===== config.mk =====
export PLATFORM = sky130hd
export DESIGN_NAME = tbp_ctrl
export DESIGN_NICKNAME = d
export VERILOG_FILES = /design/src/hw/rtl/tbp_pkg.sv /design/src/hw/rtl/tbp_ctrl.sv
export SDC_FILE = /design/constraint.sdc
export NUM_CORES = 1
export LEC_CHECK = 0
export BUFFER_PORTS_ARGS = -buffer_cell sky130_fd_sc_hd__buf_2
export CORE_AREA = 4 4 41 43
export CTS_CLUSTER_DIAMETER = 150
export DETAILED_ROUTE_END_ITERATION = 10
export DIE_AREA = 0 0 45 47
export SYNTH_ARGS = -nofsm -noshare
export SYNTH_HDL_FRONTEND = slang
export SYNTH_SLANG_ARGS = --single-unit

===== constraint.sdc =====
create_clock -name clk_i -period 2.9 [get_ports clk_i]
set_input_delay 0.145 -clock clk_i [delete_from_list [all_inputs] [get_ports clk_i]]
set_output_delay 0.145 -clock clk_i [all_outputs]
set_load 0.1 [all_outputs]

===== src/hw/rtl/tbp_pkg.sv =====
`timescale 1ns / 1ps

package tbp_pkg;

  localparam int LOCAL_HISTORY_BITS_DEF  = 12;
  localparam int GLOBAL_HISTORY_BITS_DEF = 14;
  localparam int PC_INDEX_BITS_DEF       = 12;

  localparam logic OP_PREDICT = 1'b0;
  localparam logic OP_TRAIN   = 1'b1;

  // Counters: 0 strong NT .. 3 strong T. Chooser: 0 strong global .. 3 strong local.
  localparam logic [1:0] CTR_STRONG_NT     = 2'd0;
  localparam logic [1:0] CHOOSE_WEAK_LOCAL = 2'd2;

  typedef struct packed {
    logic clear;     // write reset values at the sweep address
    logic accept;    // capture the word, read history tables
    logic lct_read;  // read the local counter picked by the local history
    logic commit;    // load the prediction, write back on train
  } cmd_t;

  typedef struct packed {
    logic clr_last;  // sweep is at its final address
  } status_t;

  function automatic logic [1:0] sat_update(input logic [1:0] ctr, input logic up);
    logic [1:0] res;
    res = ctr;
    if (up) begin
      if (ctr != 2'd3) res = ctr + 2'd1;
    end else begin
      if (ctr != 2'd0) res = ctr - 2'd1;
    end
    return res;
  endfunction

endpackage


===== src/hw/rtl/tbp_ctrl.sv =====
`timescale 1ns / 1ps

module tbp_ctrl (
  input  logic            clk_i,
  input  logic            rst_ni,
  input  logic            in_valid_i,
  output logic            in_stall_o,
  output logic            out_valid_o,
  input  logic            out_stall_i,
  input  tbp_pkg::status_t status_i,
  output tbp_pkg::cmd_t   cmd_o
);

  typedef enum logic [1:0] {
    ST_CLEAR,
    ST_IDLE,
    ST_LCT,
    ST_EVAL
  } state_e;

  state_e state_q;
  logic   out_valid_q;
  logic   out_valid_d;
  logic   out_free;

  assign out_free = !out_valid_q || !out_stall_i;

  always_comb begin
    cmd_o          = '0;
    cmd_o.clear    = (state_q == ST_CLEAR);
    cmd_o.accept   = (state_q == ST_IDLE) && in_valid_i;
    cmd_o.lct_read = (state_q == ST_LCT);
    cmd_o.commit   = (state_q == ST_EVAL) && out_free;
  end

  // load a new word on commit, otherwise hold until the receiver takes it
  assign out_valid_d = cmd_o.commit ? 1'b1 : (out_valid_q && out_stall_i);

  assign in_stall_o  = (state_q != ST_IDLE);
  assign out_valid_o = out_valid_q;

  always_ff @(posedge clk_i or negedge rst_ni) begin
    if (!rst_ni) begin
      state_q     <= ST_CLEAR;
      out_valid_q <= 1'b0;
    end else begin
      out_valid_q <= out_valid_d;
      case (state_q)
        ST_CLEAR: begin
          if (status_i.clr_last) state_q <= ST_IDLE;
        end
        ST_IDLE: begin
          if (in_valid_i) state_q <= ST_LCT;
        end
        ST_LCT: begin
          state_q <= ST_EVAL;
        end
        ST_EVAL: begin
          // hold until the output register can take the word
          if (out_free) begin
            state_q <= ST_IDLE;
          end
        end
        default: begin
          state_q <= ST_CLEAR;
        end
      endcase
    end
  end

endmodule


==> flow_summary.json <==
{
  "outcome": "completed",
  "die_h_um": 47,
  "netlist-cell-type-count": 11,
  "pre_cts_ws_ps": 1490,
  "yosysTopAreaCell": "dfrtp_1",
  "syn_area_per_cell_um2": 12.4,
  "synth_cells": 18,
  "numClockSinks": 3,
  "maxCapViolations": 0,
  "track_usage_pct": 5.85,
  "grt_pass1_wl_um": 814,
  "yosysSeqAreaShare_pct": 33.7,
  "final_common_cell": "buf_2",
  "port_buffers": 10,
  "relSlewSlack_pct": 67.5,
  "grt_overflow": 0,
  "finalCriticalPeriod_ps": 1620,
  "via_per_inst": 3.65,
  "grt_max_degree": 5,
  "antenna_cells": 0,
  "postCtsResizedCells": 0,
  "synth_top_area_share_pct": 33.7,
  "initial_core_util_pct": 17.1,
  "reg2reg_slack_ps": 1510,
  "endpoint_kind": "output port",
  "route.vias.total": 175,
  "pin_count": 11,
  "ant_nets": 0,
  "fin_tns_setup_ps": 0,
  "ys_top_cells_by_area": "dfrtp_1 34%, ha_1 22%, o221ai_4 12%, mux2_4 6.7%, inv_1 5.1%",
  "r2r-start": "state_q[1]",
  "wire_per_inst_um": 9.94,
  "final_cells": 48,
  "clock_skew_ps": 4.41,
  "worst_slack_ps": 1280,
  "dp.cells": 43,
  "cp_max_fo": 4,
  "synth-seq-cells": 3,
  "area_delta_synth_final_pct": 47.2,
  "antenna_found_initial": 0,
  "layout_common_cells": "10 x buf_2, 4 x ha_1, 3 x inv_1, 3 x clkbuf_4, 3 x dfrtp_1",
  "core-area_mm2": 0.00130,
  "drc_errors": 0,
  "synth_area_um2": 223,
  "multi_input_area_um2": 133,
  "min_path_cells": 2,
  "clk-insertion-delay-late_ps": 230,
  "cts_made_buffers": 3,
  "fin_crit_sh_pct": 55.8,
  "crit_type": "flip-flop to output port",
  "worstPathRequired_ps": 2760,
  "drive_above_1_share_pct": 51.5,
  "hold_class": "primary input to flip-flop",
  "grt_pass1_vias": 212,
  "arrival_ps": 1470,
  "hp-start": "out_stall_i",
  "fin_hold_ws_ps": 168,
  "cts_tree": "yes",
  "path_clk_slew_ps": 40,
  "nFillCells": 150,
  "syn-num-nets": 27,
  "drtPass1Iterations": 3,
  "yosysWarnings": 0,
  "rr_endpoint": "state_q[1]",
  "nets": 43,
  "clockRootBuffer": "clkbuf_4",
  "worst_slew_pin_slew_ps": 491,
  "final_hold_viol_count": 0,
  "dieArea_mm2": 0.00212,
  "reg2regPathDepth": 5,
  "drt_wl_total_um": 477,
  "rows": 13,
  "final_max_slew_viol_count": 0,
  "max_freq_ghz": 0.618,
  "htree_levels": 1,
  "setup_viol": 0,
  "cts_max_path_buffers": 2,
  "hold_end": "out_valid_o",
  "drt_iter0_markers": 2,
  "gp_congestion": 0.662,
  "hold_buffers": 1,
  "die_w_um": 45,
  "postCtsSetupBuffers": 0,
  "regArea_um2": 75.1,
  "rsz0062_at_grt": "false",
  "cp-start-kind": "flip-flop"
}
[final cells by class]
cell class / instances / share of cell area, %
Clock buffer: 4 / 8.02
Inverter: 4 / 4.58
Multi-Input combinational cell: 11 / 40.5
Sequential cell: 3 / 22.9
Tap cell: 15 / 5.73
Timing Repair Buffer: 11 / 18.3
[registers in the layout (all words and copies together), names as in the netlist]
signal       flops
state_q          2
out_valid_o      1
[through the flow]
stage                     instance area, um^2  util (%)
after floorplan                           223         -
after global placement                    292      22.4
after detailed placement                  292      22.4
after CTS                                 328      25.2
after global routing                      328      25.2
final                                     328      25.2
[cells in the mapped netlist]
| cell | number |
|---|---|
| mux2_4 | 1 |
| inv_1 | 3 |
| a21o_1 | 1 |
| o221ai_4 | 1 |
| dfrtp_1 | 3 |
| inv_2 | 1 |
| nand3_2 | 1 |
| a21boi_0 | 1 |
| and2_1 | 1 |
| ha_1 | 4 |
| mux2i_1 | 1 |
[logic make-up (layout without fill, tap and decap cells)]
kind of cell / after synthesis / in the layout / share of synthesized area, %
simple gates: 2 / 2 / 7.31
buf+inv: 4 / 19 / 6.74
flops: 3 / 3 / 33.7
fa+ha+maj: 4 / 4 / 22.5
mux: 2 / 2 / 11.2
compound gates: 3 / 3 / 18.5
[routing by layer]
metal | wire length, um | global-route usage (%) | part of all wire [%]
met1 | 201 | 5.24 | 42
met2 | 205 | 9.60 | 43
met3 | 71 | 1.92 | 15
met4 | 0 | 7.02 | 0
met5 | 0 | 0 | 0
[worst max path at each step]
stage                           start         end  slack, ps
after floorplan           out_valid_o    cmd_o[0]        390
after global placement     state_q[1]  state_q[1]       1520
after detailed placement   state_q[1]  state_q[1]       1490
after CTS                  state_q[1]    cmd_o[2]       1250
after global routing       state_q[1]    cmd_o[2]       1190
final                      state_q[1]    cmd_o[2]       1280
[critical path, stage by stage (launching register included)]
cell,delay [ps]
dfrtp_1,400
inv_1,90
ha_1,200
and2_1,130
buf_2,410
Power is not shown: default switching activity piles up to over one toggle a cycle in this logic, so the estimate is an artifact.
